<file path="config.mk">
export PLATFORM = sky130hd
export DESIGN_NAME = sbmc_mix
export DESIGN_NICKNAME = d
export VERILOG_FILES = /design/src/design/sbmc_pkg.sv /design/src/design/sbmc_mix.sv
export SDC_FILE = /design/constraint.sdc
export NUM_CORES = 1
export LEC_CHECK = 0
export ABC_AREA = 1
export BUFFER_PORTS_ARGS = -buffer_cell sky130_fd_sc_hd__buf_2
export CORE_MARGIN = 10
export CORE_UTILIZATION = 33
export DETAILED_ROUTE_END_ITERATION = 12
export PLACE_DENSITY = 0.51
export SLEW_MARGIN = 10
export SYNTH_ARGS = -nofsm -noshare
export SYNTH_HDL_FRONTEND = slang
export SYNTH_SLANG_ARGS = --single-unit
</file>
<file path="constraint.sdc">
create_clock -name aclk -period 17.5 [get_ports aclk]
set_input_delay 3.5 -clock aclk [delete_from_list [all_inputs] [get_ports aclk]]
set_output_delay 3.5 -clock aclk [all_outputs]
set_load 0.01 [all_outputs]
</file>
<file path="src/design/sbmc_pkg.sv">
// ----------------------------------------------------------------------------
// Crossover package
// Widths, register indexes and shared types of the bass-mono crossover.
// ----------------------------------------------------------------------------
`default_nettype none

package sbmc_pkg;

    localparam int SAMPLE_BITS    = 16;
    localparam int COEF_BITS      = 32;
    localparam int COEF_FRAC_BITS = 30;
    localparam int STATE_BITS     = 48;
    // accumulator headroom over the state width
    localparam int ACC_BITS       = STATE_BITS + 4;
    // multiplier B side: a sample, the signed upper or unsigned lower state part
    localparam int MUL_B_BITS     = 33;
    localparam int PROD_BITS      = COEF_BITS + MUL_B_BITS;
    localparam int LO_BITS        = 32;
    localparam int HI_SHIFT       = LO_BITS - COEF_FRAC_BITS;

    localparam int CFG_IDX_BITS   = 3;
    localparam logic [CFG_IDX_BITS-1:0] CFG_ENABLE  = 3'd0;
    localparam logic [CFG_IDX_BITS-1:0] CFG_COEF_B0 = 3'd1;
    localparam logic [CFG_IDX_BITS-1:0] CFG_COEF_B1 = 3'd2;
    localparam logic [CFG_IDX_BITS-1:0] CFG_COEF_B2 = 3'd3;
    localparam logic [CFG_IDX_BITS-1:0] CFG_COEF_A1 = 3'd4;
    localparam logic [CFG_IDX_BITS-1:0] CFG_COEF_A2 = 3'd5;

    typedef struct packed {
        logic signed [COEF_BITS-1:0] b0;
        logic signed [COEF_BITS-1:0] b1;
        logic signed [COEF_BITS-1:0] b2;
        logic signed [COEF_BITS-1:0] a1;
        logic signed [COEF_BITS-1:0] a2;
    } coef_t;

    typedef struct packed {
        logic start;
        logic pass;
    } mix_req_t;

    typedef struct packed {
        logic                          done;
        logic signed [SAMPLE_BITS-1:0] out_left;
        logic signed [SAMPLE_BITS-1:0] out_right;
    } mix_out_t;

endpackage

`default_nettype wire

</file>
<file path="src/design/sbmc_mix.sv">
// ----------------------------------------------------------------------------
// Bass mix
// Merges the two lanes: each channel loses its own bass and gains the mono
// bass, then is scaled back to sample units and clamped. Bypass copies input.
// ----------------------------------------------------------------------------
`default_nettype none

module sbmc_mix (
    input  wire logic                                    aclk,
    input  wire logic                                    aresetn,
    input  wire sbmc_pkg::mix_req_t                      req,
    input  wire logic signed [sbmc_pkg::SAMPLE_BITS-1:0] x_left,
    input  wire logic signed [sbmc_pkg::SAMPLE_BITS-1:0] x_right,
    input  wire logic signed [sbmc_pkg::STATE_BITS-1:0]  bass_left,
    input  wire logic signed [sbmc_pkg::STATE_BITS-1:0]  bass_right,
    output sbmc_pkg::mix_out_t                           result
);

    localparam int SB = sbmc_pkg::SAMPLE_BITS;
    localparam int WB = sbmc_pkg::STATE_BITS;
    localparam int TB = sbmc_pkg::ACC_BITS;
    localparam int SH = sbmc_pkg::COEF_FRAC_BITS + 1;
    localparam int QB = TB - SH;

    function automatic logic signed [SB-1:0] to_sample(input logic signed [TB-1:0] t);
        logic signed [TB-1:0] adj;
        logic signed [QB-1:0] q;
        logic [QB-SB:0]       top;
        // bias negatives so the shift truncates toward zero
        adj = t + (t[TB-1] ? {{(TB-SH){1'b0}}, {SH{1'b1}}} : {TB{1'b0}});
        q   = adj[TB-1:SH];
        top = q[QB-1:SB-1];
        if ((&top) || !(|top)) begin
            to_sample = q[SB-1:0];
        end else begin
            to_sample = {q[QB-1], {(SB-1){~q[QB-1]}}};
        end
    endfunction

    logic                  done_reg;
    logic signed [SB-1:0]  left_reg, left_next;
    logic signed [SB-1:0]  right_reg, right_next;
    logic signed [TB-1:0]  diff, t_left, t_right;

    assign diff = {{(TB-WB){bass_right[WB-1]}}, bass_right}
                - {{(TB-WB){bass_left[WB-1]}}, bass_left};
    assign t_left  = {{(TB-SB-SH){x_left[SB-1]}}, x_left, {SH{1'b0}}} + diff;
    assign t_right = {{(TB-SB-SH){x_right[SB-1]}}, x_right, {SH{1'b0}}} - diff;

    always_comb begin
        if (req.pass) begin
            left_next  = x_left;
            right_next = x_right;
        end else begin
            left_next  = to_sample(t_left);
            right_next = to_sample(t_right);
        end
    end

    always_ff @(posedge aclk) begin
        if (req.start) begin
            left_reg  <= left_next;
            right_reg <= right_next;
        end
        if (!aresetn) begin
            done_reg <= 1'b0;
        end else begin
            done_reg <= req.start;
        end
    end

    assign result.done      = done_reg;
    assign result.out_left  = left_reg;
    assign result.out_right = right_reg;

endmodule

`default_nettype wire

</file>
## Word level (Yosys, flattened, before mapping)

Cells that the tools add are included.

- Bits in registers: 33
- Latch bits: 0
- RAM bits: 0
- Memory bits (read-only): 0
- Word-level logic and storage cells: 24
- Memories: 0

- Add/sub/neg operators: 5
- Multipliers: 0
- Div/mod/pow operators: 0
- Magnitude comparators: 0
- Eq/ne operators: 0
- Shift-type cells: 0
- Mux-type cells: 6
- Bitwise operators: 2
- Reduce and logical (&&, ||, !) cells: 8

Operators with widths:

| cell | count |
|---|---|
| $add A50 B32 Y51 | 2 |
| $mux W16 | 4 |
| $mux W31 | 2 |
| $add A47 B49 Y50 | 1 |
| $sub A47 B49 Y50 | 1 |
| $sub A48 B48 Y49 | 1 |
| $reduce_and A6 Y1 | 2 |
| $reduce_or A6 Y1 | 2 |
| $logic_not A1 Y1 | 2 |
| $logic_or A1 B1 Y1 | 2 |
| $not A1 Y1 | 2 |

## Depth between registers and ports, before layout

- Depth after elaboration: 9
- Depth in mapped cells: 54
- Depth with buffers taken out: 51

## Worst setup path before layout

Ideal clock, no wire load.

- Path type: input port to flip-flop
- From: input bass_left[3] (netlist name)
- To: register left_reg[10], data pin
- Arrival: 9,938 ps
- Slack: 7,308 ps
- Stages on the path: 45
- Buffers on the path: 1
- Path through: inv_1 -> ha_1 -> nand2_2 -> nor2_1 -> nand2_1 -> nand3_2 -> nand2_1 -> nand2_1 -> nand2_1 -> nand2_1 -> nand2_1 -> o211ai_1 -> nand4_1 -> o211ai_1 -> a21oi_1 -> o21ai_0 -> inv_1 -> o41ai_1 -> [9 not listed] -> xor2_1 -> inv_1 -> ha_1 -> a21oi_1 -> inv_1 -> a31oi_1 -> a21boi_0 -> o221ai_1 -> a31oi_1 -> o211ai_1 -> nand2_1 -> inv_1 -> nand4_1 -> o21ai_0 -> a21oi_1 -> clkbuf_1 -> o21ai_0 -> o21a_1

- Longest elaborated chain between the ends: 9

RTL lines:

| what | RTL line | source |
|---|---|---|
| start: declaration | sbmc_mix.sv:14 | `input wire logic signed [sbmc_pkg::STATE_BITS-1:0] bass_left,` |
| $sub A48 B48 Y49 * | sbmc_mix.sv:46 | `- {{(TB-WB){bass_left[WB-1]}}, bass_left};` |
| $add A47 B49 Y50 * | sbmc_mix.sv:47 | `assign t_left = {{(TB-SB-SH){x_left[SB-1]}}, x_left, {SH{1'b0}}} + diff;` |
| $mux W31 | sbmc_mix.sv:30 | `adj = t + (t[TB-1] ? {{(TB-SH){1'b0}}, {SH{1'b1}}} : {TB{1'b0}});` |
| $add A50 B32 Y51 * | sbmc_mix.sv:30 |  |
| $reduce_or A6 Y1 | sbmc_mix.sv:33 | `if ((&top) \|\| !(\|top)) begin` |
| $logic_not A1 Y1 | sbmc_mix.sv:33 |  |
| $logic_or A1 B1 Y1 | sbmc_mix.sv:33 |  |
| $mux W16 * | sbmc_mix.sv:33 |  |
| $mux W16 * | sbmc_mix.sv:51 | `if (req.pass) begin` |
| via left_next[10] | sbmc_mix.sv:41 | `logic signed [SB-1:0] left_reg, left_next;` |
| end signal: assignment | sbmc_mix.sv:62 | `left_reg <= left_next;` |
| end: declaration | sbmc_mix.sv:41 |  |

The timed path passes the listed nets; every way through them passes the cells marked *.
A chain may end at the register's enable or synchronous reset.

## Final worst setup path

- From: input bass_left[2] (netlist name)
- To: register left_reg[2], data pin

The elaborated chain is that of the path after synthesis.

==> flow_metrics.tcl <==
set metrics [dict create \
    status "finished clean" \
    post_cts_resized 0 \
    seq_area_frac_synth_pct 7.85 \
    antenna_left 0 \
    die_area_sq_um 46100 \
    synth_compound_area_share_pct 13.9 \
    relSlewSlack_pct 25.9 \
    crit_top_cell "nand2_1" \
    synthDistinctLibCells 57 \
    clock-root-buffer "clkbuf_16" \
    worstMarginPinSlew_ns 1.11 \
    area_growth_pct 12.0 \
    die_h_microns 215 \
    post_cts_buffers 0 \
    layout_min_cycle_time_ns 11.56 \
    nets 2673 \
    peakVddDrop_mv 0.0416 \
    final_common_cell "nand2_1" \
    cts_tree "yes" \
    post-dp-hpwl_microns 41800 \
    p_per_area_nw_per_um2 106 \
    final_hold_viol_count 0 \
    remaining_drc_errors 0 \
    crit_path_top_delay_cell "a21oi_1" \
    slew_violations 0 \
    coreArea_sq_um 37500 \
    grt_first_pass_wirelength_microns 73100 \
    grt_max_degree 39 \
    crit_path_max_incr_delay_ns 0.96 \
    synthesis.area_sq_um 12500 \
    antenna_found_initial 0 \
    rows 71 \
    firstDrtPassIters 5 \
    synthMuxAreaShare_pct 0 \
    fin_area_sq_um 14000 \
    clock_tree.htree_level_count 2 \
    cts_hold_buf 0 \
    timing.fmax_mhz 86.5 \
    postSynthCellCount 2251 \
    synth_xor_area_share_pct 5.60 \
    io-pin-count 165 \
    n_fill_cell 4393 \
    drtIter0Drc 932 \
    cp.arrival_ns 11.60 \
    cts_sinks 33 \
    crit_type "input port to flop" \
    via_per_inst 4.89 \
    cts_buffer_depth 2 \
    critPathTopFamily "compound AO/OA/AOI/OAI gates" \
    initial_core_util_pct 33.4 \
    vias 14300 \
    setup_tns_ns 0 \
    yosys_warnings 0 \
    grt_pass1_vias 14300 \
    synth_adder_area_share_pct 13.1 \
    startpoint_type "input port" \
    critPathRequiredTime_ns 17.54 \
    setup_viol 0 \
    avgSynthCellArea_sq_um 5.55 \
    maxCapViolCount 0 \
    drt-total-wl_microns 46500 \
    clk_pin_slew_ns 0.06 \
    period_share_pct 66.1 \
    path_max_fanout 34 \
    grtUsageTotal_pct 19.5 \
    p_leak_nw 7.68 \
    worst-path-buf-inv 9 \
    wl_per_cell_microns 15.9 \
    hold_path_class "input port to flop" \
    syn_nets 2513 \
    overflow 0 \
    final_cell_mix "nand2_1, inv_1, nor2_1" \
    drive_gt1_share_pct 13.5 \
    diodes 0 \
    die_w_microns 215 \
    cts_buffers 5 \
    portBuffers 164 \
    place_area_sq_um 13900 \
    rsz0062_at_grt "false" \
    synth-simple-area-share_pct 46.4 \
    gp_congestion 0.979 \
    ys_seq_elements 33 \
    synth_top_family_by_area "simple AND/OR/NAND/NOR gates" \
    endpoint_kind "flop" \
]
## report_power, final
group | total [mW] | internal [mW] | switching (mW)
Sequential | 0.120 | 0.113 | 0.00671
Combinational | 1.28 | 0.413 | 0.865
Clock | 0.0874 | 0.0523 | 0.0351
Total | 1.49 | 0.578 | 0.907
## layout make-up
| type | count | area, sq um | area share, % |
|---|---|---|---|
| clock buffer | 6 | 129 | 0.920 |
| timing repair buffer | 165 | 828 | 5.91 |
| multi-input combinational | 1796 | 9880 | 70.5 |
| clock inverter | 2 | 10.0 | 0.0715 |
| sequential | 33 | 981 | 7.01 |
| inverter | 410 | 1540 | 11.0 |
| tap | 511 | 639 | 4.57 |
## cell usage after synthesis, drive strengths merged
cell / n / area [sq um]
xnor2: 17 / 149
buf: 7 / 87.6
a31o: 3 / 26.3
a211oi: 3 / 22.5
fa: 2 / 40.0
a41oi: 5 / 43.8
nand2: 758 / 3030
clkinv: 3 / 11.3
o221a: 2 / 22.5
nor4: 3 / 18.8
a31oi: 12 / 75.1
nor3b: 1 / 7.51
nand3b: 20 / 154
a21boi: 3 / 26.3
o2111ai: 3 / 26.3
o21bai: 10 / 75.1
o211ai: 17 / 128
o311a: 1 / 10.0
or2: 6 / 37.5
nor3: 37 / 211
o221ai: 1 / 8.76
edfxtp: 32 / 961
a21oi: 129 / 706
o41ai: 3 / 26.3
o21a: 14 / 105
dfxtp: 1 / 20.0
nand4: 44 / 275
o31ai: 2 / 15.0
o21ai: 75 / 375
nand3: 142 / 813
a21o: 5 / 37.5
and3: 2 / 12.5
xor2: 63 / 552
ha: 128 / 1600
nor2: 284 / 1230
inv: 407 / 1530
clkbuf: 5 / 18.8
a221oi: 1 / 8.76
## through the flow
stage / util [%] / power, mW / worst slack (ns) / hold WS, ns / std cells
global placement: 37.0 / 1.39 / 6.00 / 3.68 / 2915
CTS: 37.4 / 1.48 / 6.00 / 3.39 / 2923
global route: 37.4 / 1.66 / 4.85 / 3.41 / 2923
finish: 37.4 / 1.49 / 5.94 / 3.40 / 2923
detailed placement: 37.0 / 1.39 / 5.71 / 3.69 / 2915
floorplan: - / 1.07 / 7.31 / 3.59 / 2251
## layer usage
metal	vias to the layer above	share of wire [%]	global-route usage, %
li1	7522	-	-
met4	0	2.3	4.80
met3	47	4.4	2.21
met5	-	0	0
met2	293	46	33.7
met1	6424	47	25.2
## cells by family after synthesis
group                      Yosys count
and+or+nand+nor                   1297
buffers and inverters              422
AOI/OAI and AO/OA                  289
adders and majority gates          130
xor gates and xnor gates            80
DFF                                 33
## path summary, 6_finish.rpt
path | startpoint | slack [ns] | depth (start not counted) | endpoint
worst min-delay path | aresetn | 3.40 | 3 | done_reg
worst max-delay path | bass_left[2] | 5.94 | 46 | left_reg[2]
No activity file was read; power rests on OpenSTA's default activity.
