**src/design/sbmc_pkg.sv**
```systemverilog
// ----------------------------------------------------------------------------
// Crossover package
// Widths, register indexes and shared types of the bass-mono crossover.
// ----------------------------------------------------------------------------
`default_nettype none

package sbmc_pkg;

    localparam int SAMPLE_BITS    = 16;
    localparam int COEF_BITS      = 32;
    localparam int COEF_FRAC_BITS = 30;
    localparam int STATE_BITS     = 48;
    // accumulator headroom over the state width
    localparam int ACC_BITS       = STATE_BITS + 4;
    // multiplier B side: a sample, the signed upper or unsigned lower state part
    localparam int MUL_B_BITS     = 33;
    localparam int PROD_BITS      = COEF_BITS + MUL_B_BITS;
    localparam int LO_BITS        = 32;
    localparam int HI_SHIFT       = LO_BITS - COEF_FRAC_BITS;

    localparam int CFG_IDX_BITS   = 3;
    localparam logic [CFG_IDX_BITS-1:0] CFG_ENABLE  = 3'd0;
    localparam logic [CFG_IDX_BITS-1:0] CFG_COEF_B0 = 3'd1;
    localparam logic [CFG_IDX_BITS-1:0] CFG_COEF_B1 = 3'd2;
    localparam logic [CFG_IDX_BITS-1:0] CFG_COEF_B2 = 3'd3;
    localparam logic [CFG_IDX_BITS-1:0] CFG_COEF_A1 = 3'd4;
    localparam logic [CFG_IDX_BITS-1:0] CFG_COEF_A2 = 3'd5;

    typedef struct packed {
        logic signed [COEF_BITS-1:0] b0;
        logic signed [COEF_BITS-1:0] b1;
        logic signed [COEF_BITS-1:0] b2;
        logic signed [COEF_BITS-1:0] a1;
        logic signed [COEF_BITS-1:0] a2;
    } coef_t;

    typedef struct packed {
        logic start;
        logic pass;
    } mix_req_t;

    typedef struct packed {
        logic                          done;
        logic signed [SAMPLE_BITS-1:0] out_left;
        logic signed [SAMPLE_BITS-1:0] out_right;
    } mix_out_t;

endpackage

`default_nettype wire

```
**src/design/sbmc_biquad_lane.sv**
```systemverilog
// ----------------------------------------------------------------------------
// Biquad lane
// One channel's transposed direct-form-II low-pass section on a single
// shared 32x33 multiplier, sequenced over nine steps.
// ----------------------------------------------------------------------------
`default_nettype none

module sbmc_biquad_lane (
    input  wire logic                                   aclk,
    input  wire logic                                   aresetn,
    input  wire logic                                   start,
    input  wire logic signed [sbmc_pkg::SAMPLE_BITS-1:0] x,
    input  wire sbmc_pkg::coef_t                        coef,
    output logic                                        done,
    output logic signed [sbmc_pkg::STATE_BITS-1:0]      bass
);

    localparam int SB = sbmc_pkg::SAMPLE_BITS;
    localparam int WB = sbmc_pkg::STATE_BITS;
    localparam int AB = sbmc_pkg::ACC_BITS;
    localparam int MB = sbmc_pkg::MUL_B_BITS;
    localparam int PB = sbmc_pkg::PROD_BITS;
    localparam int LB = sbmc_pkg::LO_BITS;
    localparam int HS = sbmc_pkg::HI_SHIFT;
    localparam int FB = sbmc_pkg::COEF_FRAC_BITS;

    typedef enum logic [3:0] {
        ST_IDLE,
        ST_MUL_B0,
        ST_BASS,
        ST_LOAD_B1,
        ST_SUB_A1_HI,
        ST_SUB_A1_LO,
        ST_STORE_W1,
        ST_SUB_A2_HI,
        ST_SUB_A2_LO,
        ST_STORE_W2
    } step_t;

    function automatic logic signed [WB-1:0] sat_state(input logic signed [AB-1:0] v);
        logic [AB-WB:0] top;
        top = v[AB-1:WB-1];
        if ((&top) || !(|top)) begin
            sat_state = v[WB-1:0];
        end else begin
            sat_state = {v[AB-1], {(WB-1){~v[AB-1]}}};
        end
    endfunction

    step_t                       step_reg, step_next;
    logic signed [PB-1:0]        mul_reg, mul_next;
    logic signed [AB-1:0]        acc_reg, acc_next;
    logic signed [WB-1:0]        bass_reg, bass_next;
    logic signed [WB-1:0]        w1_reg, w1_next;
    logic signed [WB-1:0]        w2_reg, w2_next;
    logic signed [sbmc_pkg::COEF_BITS-1:0] mul_a;
    logic signed [MB-1:0]        mul_b;
    logic signed [MB-1:0]        b_x, b_hi, b_lo;
    logic signed [AB-1:0]        prod_term, hi_term, lo_term, w1_ext, w2_ext;
    logic signed [PB-1:0]        lo_shift;

    assign b_x  = {{(MB-SB){x[SB-1]}}, x};
    assign b_hi = {{(MB-(WB-LB)){bass_reg[WB-1]}}, bass_reg[WB-1:LB]};
    assign b_lo = {{(MB-LB){1'b0}}, bass_reg[LB-1:0]};

    // b*x products and the upper partial product both fit the accumulator
    assign prod_term = mul_reg[AB-1:0];
    assign hi_term   = {mul_reg[AB-1-HS:0], {HS{1'b0}}};
    assign lo_shift  = mul_reg >>> FB;
    assign lo_term   = lo_shift[AB-1:0];
    assign w1_ext    = {{(AB-WB){w1_reg[WB-1]}}, w1_reg};
    assign w2_ext    = {{(AB-WB){w2_reg[WB-1]}}, w2_reg};

    assign mul_next = mul_a * mul_b;

    always_comb begin
        step_next = step_reg;
        acc_next  = acc_reg;
        bass_next = bass_reg;
        w1_next   = w1_reg;
        w2_next   = w2_reg;
        mul_a     = '0;
        mul_b     = '0;
        done      = 1'b0;
        unique case (step_reg)
            ST_IDLE: begin
                if (start) begin
                    step_next = ST_MUL_B0;
                end
            end
            ST_MUL_B0: begin
                mul_a     = coef.b0;
                mul_b     = b_x;
                step_next = ST_BASS;
            end
            ST_BASS: begin
                bass_next = sat_state(prod_term + w1_ext);
                mul_a     = coef.b1;
                mul_b     = b_x;
                step_next = ST_LOAD_B1;
            end
            ST_LOAD_B1: begin
                acc_next  = prod_term;
                mul_a     = coef.a1;
                mul_b     = b_hi;
                step_next = ST_SUB_A1_HI;
            end
            ST_SUB_A1_HI: begin
                acc_next  = acc_reg - hi_term;
                mul_a     = coef.a1;
                mul_b     = b_lo;
                step_next = ST_SUB_A1_LO;
            end
            ST_SUB_A1_LO: begin
                acc_next  = acc_reg - lo_term;
                mul_a     = coef.b2;
                mul_b     = b_x;
                step_next = ST_STORE_W1;
            end
            ST_STORE_W1: begin
                // old w2 still in place here
                w1_next   = sat_state(acc_reg + w2_ext);
                acc_next  = prod_term;
                mul_a     = coef.a2;
                mul_b     = b_hi;
                step_next = ST_SUB_A2_HI;
            end
            ST_SUB_A2_HI: begin
                acc_next  = acc_reg - hi_term;
                mul_a     = coef.a2;
                mul_b     = b_lo;
                step_next = ST_SUB_A2_LO;
            end
            ST_SUB_A2_LO: begin
                acc_next  = acc_reg - lo_term;
                step_next = ST_STORE_W2;
            end
            ST_STORE_W2: begin
                w2_next   = sat_state(acc_reg);
                done      = 1'b1;
                step_next = ST_IDLE;
            end
            default: begin
                step_next = ST_IDLE;
            end
        endcase
    end

    always_ff @(posedge aclk) begin
        mul_reg  <= mul_next;
        acc_reg  <= acc_next;
        bass_reg <= bass_next;
        if (!aresetn) begin
            step_reg <= ST_IDLE;
            w1_reg   <= '0;
            w2_reg   <= '0;
        end else begin
            step_reg <= step_next;
            w1_reg   <= w1_next;
            w2_reg   <= w2_next;
        end
    end

    assign bass = bass_reg;

endmodule

`default_nettype wire

```
**config.mk**
```make
export PLATFORM = sky130hd
export DESIGN_NAME = sbmc_biquad_lane
export DESIGN_NICKNAME = d
export VERILOG_FILES = /design/src/design/sbmc_pkg.sv /design/src/design/sbmc_biquad_lane.sv
export SDC_FILE = /design/constraint.sdc
export NUM_CORES = 2
export LEC_CHECK = 0
export BUFFER_PORTS_ARGS = -buffer_cell sky130_fd_sc_hd__buf_4
export CORE_MARGIN = 1.5
export CORE_UTILIZATION = 30
export CTS_CLUSTER_DIAMETER = 100
export DETAILED_ROUTE_END_ITERATION = 7
export PLACE_DENSITY = 0.43
export SLEW_MARGIN = 20
export SYNTH_ARGS = -nofsm -noshare
export SYNTH_HDL_FRONTEND = slang
export SYNTH_SLANG_ARGS = --single-unit
export TNS_END_PERCENT = 30
```
**constraint.sdc**
```tcl
create_clock -name aclk -period 32.5 [get_ports aclk]
set_input_delay 1.625 -clock aclk [delete_from_list [all_inputs] [get_ports aclk]]
set_output_delay 1.625 -clock aclk [all_outputs]
set_load 0.02 [all_outputs]
```
# Yosys cells after proc, flatten, opt, wreduce, memory -nomap -nowiden
# Index checks and enable logic that the tools add are counted.
[word_totals] wordCells=53 ramBits=0 mem_count=0 register_bits=265 output_inout_bits=49 latch_bits=0 romBits=0
[op_classes] div_mod_pow=0 shifts=0 eq_ne=10 multipliers=1 n_lt_le_gt_ge=0 reduce_logical=20 n_mux=9 bitwise_logic=3 add_sub_neg=4
[ops] op="case mux 32 bit (5 select lines)" n=1
[ops] op="case mux 52 bit (3 select lines)" n=1
[ops] op="2-to-1 mux 48 bit" n=3
[ops] op="adder 52 x 48 -> 52 bit" n=2
[ops] op="case mux 33 bit (3 select lines)" n=1
[ops] op="multiplier 32 x 33 -> 65 bit" n=1
[ops] op="subtractor 52 x 35 -> 52 bit" n=1
[ops] op="subtractor 52 bit" n=1
[ops] op="case mux 4 bit (9 select lines)" n=1
[ops] op="equality test 4 x 3 -> 1 bit (second input constant)" n=4
[ops] op="AND reduction 5 bit" n=3
[ops] op="OR reduction 5 bit" n=3
[ops] op="OR reduction 2 bit" n=5
[ops] op="equality test 4 x 2 -> 1 bit (second input constant)" n=2
[ops] op="equality test 4 bit (second input constant)" n=2
[ops] op="equality test 4 x 1 -> 1 bit (second input constant)" n=1
[ops] op="zero test 4 bit" n=1
[ops] op="2-to-1 mux 4 bit" n=1
[ops] op="zero test 1 bit" n=3
[ops] op="logical OR 1 bit" n=3
[ops] op="inverter 1 bit" n=3
[ops] op="nonzero test 3 bit" n=1
[ops] op="OR reduction 3 bit" n=1
[ops] op="!= test 2 bit (second input constant)" n=1
[ops] op="2-to-1 mux 1 bit" n=1

# Logic depth before layout (Yosys ltp)
[logic_depth] word_depth=5 mapped_depth=40 depth_no_buf=35

# Least setup slack after synthesis
# No wires, ideal clock.
[synth_timing] path_type="register to register" start="register step_reg[2]" end="register mul_reg[59]" path_stages_with_launch=34 setup_ps=72 period_less_slack_ps=10529 path_slack_ps=21971 arrival_time_ps=10457 required_ps=32428 path_cell_list="dfxtp_1 -> clkbuf_1 -> nor3_1 -> clkbuf_1 -> clkbuf_1 -> a222oi_1 -> nand3_1 -> clkbuf_1 -> nand2_1 -> fa_1 -> fa_1 -> fa_1 -> fa_1 -> inv_1 -> fa_1 -> inv_1 -> fa_1 -> inv_1 -> fa_1 -> inv_1 -> fa_1 -> inv_1 -> ha_1 -> a2111o_1 -> a31o_2 -> a221oi_1 -> nor2_1 -> o21bai_1 -> a21oi_1 -> o221ai_1 -> o211ai_1 -> a21o_1 -> a21oi_1 -> xnor2_1"
[synth_between] elab_chain_cells=4
[synth_rtl] item="start, declared" line="sbmc_biquad_lane.sv:50" text="step_t step_reg, step_next;"
[synth_rtl] item="start signal, assigned" line="sbmc_biquad_lane.sv:158" text="step_reg <= step_next;"
[synth_rtl] item="equality test 4 x 3 -> 1 bit, or another cell as far along" line="sbmc_biquad_lane.sv:85" text="unique case (step_reg)"
[synth_rtl] item="OR reduction 2 bit (no line) or OR reduction 3 bit (tied branches)"
[synth_rtl] item="case mux 32 bit (5 select lines) or case mux 33 bit (3 select lines) (tied branches)" line="sbmc_biquad_lane.sv:85"
[synth_rtl] item="multiplier 32 x 33 -> 65 bit (*)" line="sbmc_biquad_lane.sv:74" text="assign mul_next = mul_a * mul_b;"
[synth_rtl] item="named net mul_next[59]" line="sbmc_biquad_lane.sv:51" text="logic signed [PB-1:0] mul_reg, mul_next;"
[synth_rtl] item="end signal, assigned" line="sbmc_biquad_lane.sv:150" text="mul_reg <= mul_next;"
[synth_rtl] item="end, declared" line="sbmc_biquad_lane.sv:51"
# Mark *: on every way through the listed nets, which the timed path passes. The rest lies on a longest branch.
# A chain may end at the register's enable or synchronous reset.

# Worst setup path in the final report
[layout_timing] start="register step_reg[3]" end="register mul_reg[59]"
# The elaborated chain is that of the path after synthesis.

==> reports/qor.csv <==
stage,metric,value,unit
placed_design,place.gp.congestion,0.9364,
power_and_ir_drop,p_per_area,102.2,nW/um2
timing,period_minus_slack,11.55,ns
die,fp.dieH,441.9,um
layout,postLayoutCoreUtil,33.34,%
clock_tree,cts_buffer_depth,3,
die,core_area,190800,um2
power_and_ir_drop,ir_worst_vdd,0.1442,mV
layout,largest_reg_flops,65,
layout,final-seq-area,6306,um2
power_and_ir_drop,p_seq_share,9.3,%
timing,worstMarginPinSlew,1.205,ns
critical_path,cp_max_fo,50,
synth,synth_edf_count,100,
hold_path,hp-class,register to register,
synth,ys_seq_elements,265,
power_and_ir_drop,net-switching-power,3.748,mW
synth,yosys.area.top_type,fa_1,
synth,synth_ff_type,dfxtp_1,
global_routing,grt_pass1_vias,50230,
power_and_ir_drop,netSwitchingFraction,57.64,%
synth,synth_top_area_share,38.66,%
synth,syn_area,57780,um2
critical_path,max_stage_delay,0.64,ns
placed_design,port_buffers,227,
route,viasPerCell,5.123,
synth,synth.area.top_cells,"fa_1 39%, ha_1 8.4%, inv_1 7.4%",
clock_tree,post_cts_buffers,0,
timing,slew_violations,0,
critical_path,start_kind,register,
synth,synth.distinct_cells,102,
die,pin_count,228,
power_and_ir_drop,clkPwrFrac,6.4,%
die,initial_core_util,30.29,%
synth,ys_warn_count,0,
critical_path,critPathRequiredTime,33.00,ns
layout,fin_nets,8417,
synth,netlist_instances,6665,
timing,hold_viol,0,
clock_tree,postCtsHoldBufs,0,
route,antenna_left,0,
global_routing,grt_max_degree,61,
clock_tree,h-tree-depth,2,
critical_path,crit_path_frequent_cell,fa_1,
timing,timing.slew.headroom,19.45,%
timing,rsz0062_at_grt,false,
route,drt-initial-drc-count,3284,
clock_tree,insertion_delay,0.61,ns
critical_path,cp_data_arrival_time,12.05,ns
timing,fin_worst_skew,0.04246,ns
clock_tree,cts_tree,built,
critical_path,cp_slowest_cell,nand2_1,
layout,final_layout_size_suffix_gt1_share,7.850,%
global_routing,grt_pass1_wl,344.9,mm
clock_tree,cts_buffers,38,
synth,syn_area_per_cell,8.670,um2
route,vias,47530,
critical_path,r2r_cells,34,
critical_path,end_kind,register,
critical_path,critPathKind,register to register,
route,drt-total-wl,230.8,mm
timing,max_freq,86.55,MHz
global_routing,grt_overflow,0,
layout,syn2layout_area_growth,10.08,%
power_and_ir_drop,p_leak,29.80,nW
timing,setup_viol,0,
die,fp.dieW,441.9,um
global_routing,antenna_found_initial,9,
timing,holdWs,0.4907,ns
synth,ys_seq_area_share,10.91,%
critical_path,reg2reg_to,mul_reg[59],
die,die-area,195300,um2
power_and_ir_drop,internal_power,2.754,mW
placed_design,post-dp-hpwl,188.1,mm
critical_path,r2r_slack,20.95,ns
critical_path,rr_startpoint,step_reg[3],
clock_tree,clk_pin_slew_worst_paths,0.07,ns
clock_tree,cts_root_buf,clkbuf_16,
route,drc,0,
clock_tree,cts-resized-gates,0,
timing,post-route-period-util,35.55,%
layout,multi_input_area,46050,um2
job,maxCapViolCount,0,
global_routing,groute.usage.overall,23.79,%
route,drt_pass1_iterations,6,
timing,fin_tns_setup,0,ns
synth,synth_fp_nets,8348,
clock_tree,clkSinkCount,265,
hold_path,hp-start,w1_reg[13],
hold_path,whs_endpoint,w1_reg[13],
status,status,"finished, final reports clean",
synth,async_flop_share,0,%
die,num_rows,160,
hold_path,holdPathStages,2,
power_and_ir_drop,combPwrFrac,84.3,%
layout,fillers,19980,
route,routedWlPerCell,24.88,um
[metal layers]
| metal | GRT usage (%) | routed length [um] | vias up |
|---|---|---|---|
| li1 | - | - | 21370 |
| met1 | 31.94 | 100400 | 24480 |
| met2 | 39.08 | 108000 | 1363 |
| met3 | 2.730 | 11450 | 309 |
| met4 | 9.359 | 10880 | 4 |
| met5 | 0 | 30 | - |
[area by class of cell]
class | count | share of cell area (%)
Sequential cell | 265 | 9.914
Clock inverter | 11 | 0.1574
Tap cell | 2511 | 4.940
Multi-Input combinational cell | 4944 | 72.40
Clock buffer | 59 | 1.749
Inverter | 1135 | 6.698
Timing Repair Buffer | 350 | 4.131
Antenna cell | 3 | 0.01180
[cell families (layout without fill, tap and decap cells)]
family                   after synthesis  in the layout  synth area share, %
other                                  0              3                    0
flip-flops                           265            265                10.91
multiplexers                           8              8               0.1408
adder cells (fa/ha/maj)             1504           1504                47.07
buffers and inverters               1456           1555                9.766
XOR/XNOR                             255            255                3.878
AND/OR/NAND/NOR                     1963           1963                14.35
AO/OA/AOI/OAI                       1214           1214                13.89
[critical path: cells and delay by family (launching register included)]
kind | cells | cell delay (ns)
compound gates | 10 | 3.05
xor+xnor | 1 | 0.13
fa+ha+maj | 9 | 4.32
buf+inv | 8 | 1.31
flops | 1 | 0.59
simple gates | 6 | 1.97
[synth_stat cells, types with 41 or more instances]
| cell | instances |
|---|---|
| a211oi_1 | 52 |
| a21o_1 | 145 |
| a21oi_1 | 351 |
| a22oi_1 | 50 |
| and2_1 | 45 |
| and3_1 | 52 |
| clkbuf_1 | 280 |
| dfxtp_1 | 165 |
| edfxtp_1 | 100 |
| fa_1 | 1116 |
| ha_1 | 388 |
| inv_1 | 1135 |
| nand2_1 | 874 |
| nand3_1 | 72 |
| nand4_1 | 41 |
| nor2_1 | 708 |
| o21ai_0 | 248 |
| o21bai_1 | 44 |
| xnor2_1 | 156 |
| xor2_1 | 98 |
[cells in the final DEF (no fill, tap or decap), drive strengths merged, types with 10 or more instances in the layout]
| cell | netlist | final |
|---|---|---|
| nor2b | 28 | 28 |
| nand4 | 41 | 41 |
| a221oi | 11 | 11 |
| o211ai | 28 | 28 |
| a41oi | 10 | 10 |
| nand2 | 874 | 874 |
| a22oi | 50 | 50 |
| buf | 38 | 350 |
| inv | 1135 | 1139 |
| a21o | 145 | 145 |
| xnor2 | 156 | 156 |
| edfxtp | 100 | 100 |
| o21bai | 44 | 44 |
| a31oi | 39 | 39 |
| a222oi | 33 | 33 |
| o21a | 31 | 31 |
| or3 | 15 | 15 |
| a21oi | 352 | 352 |
| o21ai | 290 | 290 |
| xor2 | 99 | 99 |
| nand2b | 30 | 30 |
| or2 | 20 | 20 |
| o31ai | 17 | 17 |
| o221ai | 19 | 19 |
| nand3 | 73 | 73 |
| and3 | 53 | 53 |
| nor3 | 32 | 32 |
| and2 | 47 | 47 |
| fa | 1116 | 1116 |
| nor2 | 708 | 708 |
| ha | 388 | 388 |
| a211oi | 63 | 63 |
| clkbuf | 282 | 59 |
| dfxtp | 165 | 165 |
[worst max path at each step]
| stage | startpoint | end | cells after the start |
|---|---|---|---|
| global route | step_reg[1] | mul_reg[59] | 30 |
| detailed placement | step_reg[1] | mul_reg[59] | 30 |
| CTS | step_reg[1] | mul_reg[59] | 30 |
| finish | step_reg[3] | mul_reg[59] | 34 |
| global placement | step_reg[1] | mul_reg[59] | 34 |
| floorplan | step_reg[2] | mul_reg[59] | 33 |
[stage by stage]
| stage | cell area, um2 | total power [mW] | worst slack (ns) | instances |
|---|---|---|---|---|
| after floorplan | 57780 | 4.192 | 21.97 | 6665 |
| after global placement | 62380 | 6.100 | 21.09 | 9205 |
| after detailed placement | 62380 | 6.020 | 20.95 | 9205 |
| after CTS | 63600 | 6.544 | 20.87 | 9275 |
| after global routing | 63600 | 7.136 | 20.22 | 9276 |
| final | 63600 | 6.501 | 20.95 | 9278 |
[power groups by stage]
| stage | Combinational [mW] | Clock [mW] | Sequential [mW] |
|---|---|---|---|
| after global placement | 5.49 | 0 | 0.612 |
| after detailed placement | 5.41 | 0 | 0.609 |
| after floorplan | 3.68 | 0 | 0.516 |
| after global routing | 6.09 | 0.440 | 0.606 |
| final | 5.48 | 0.418 | 0.604 |
| after CTS | 5.51 | 0.430 | 0.605 |
(Power assumes the default switching activity.)
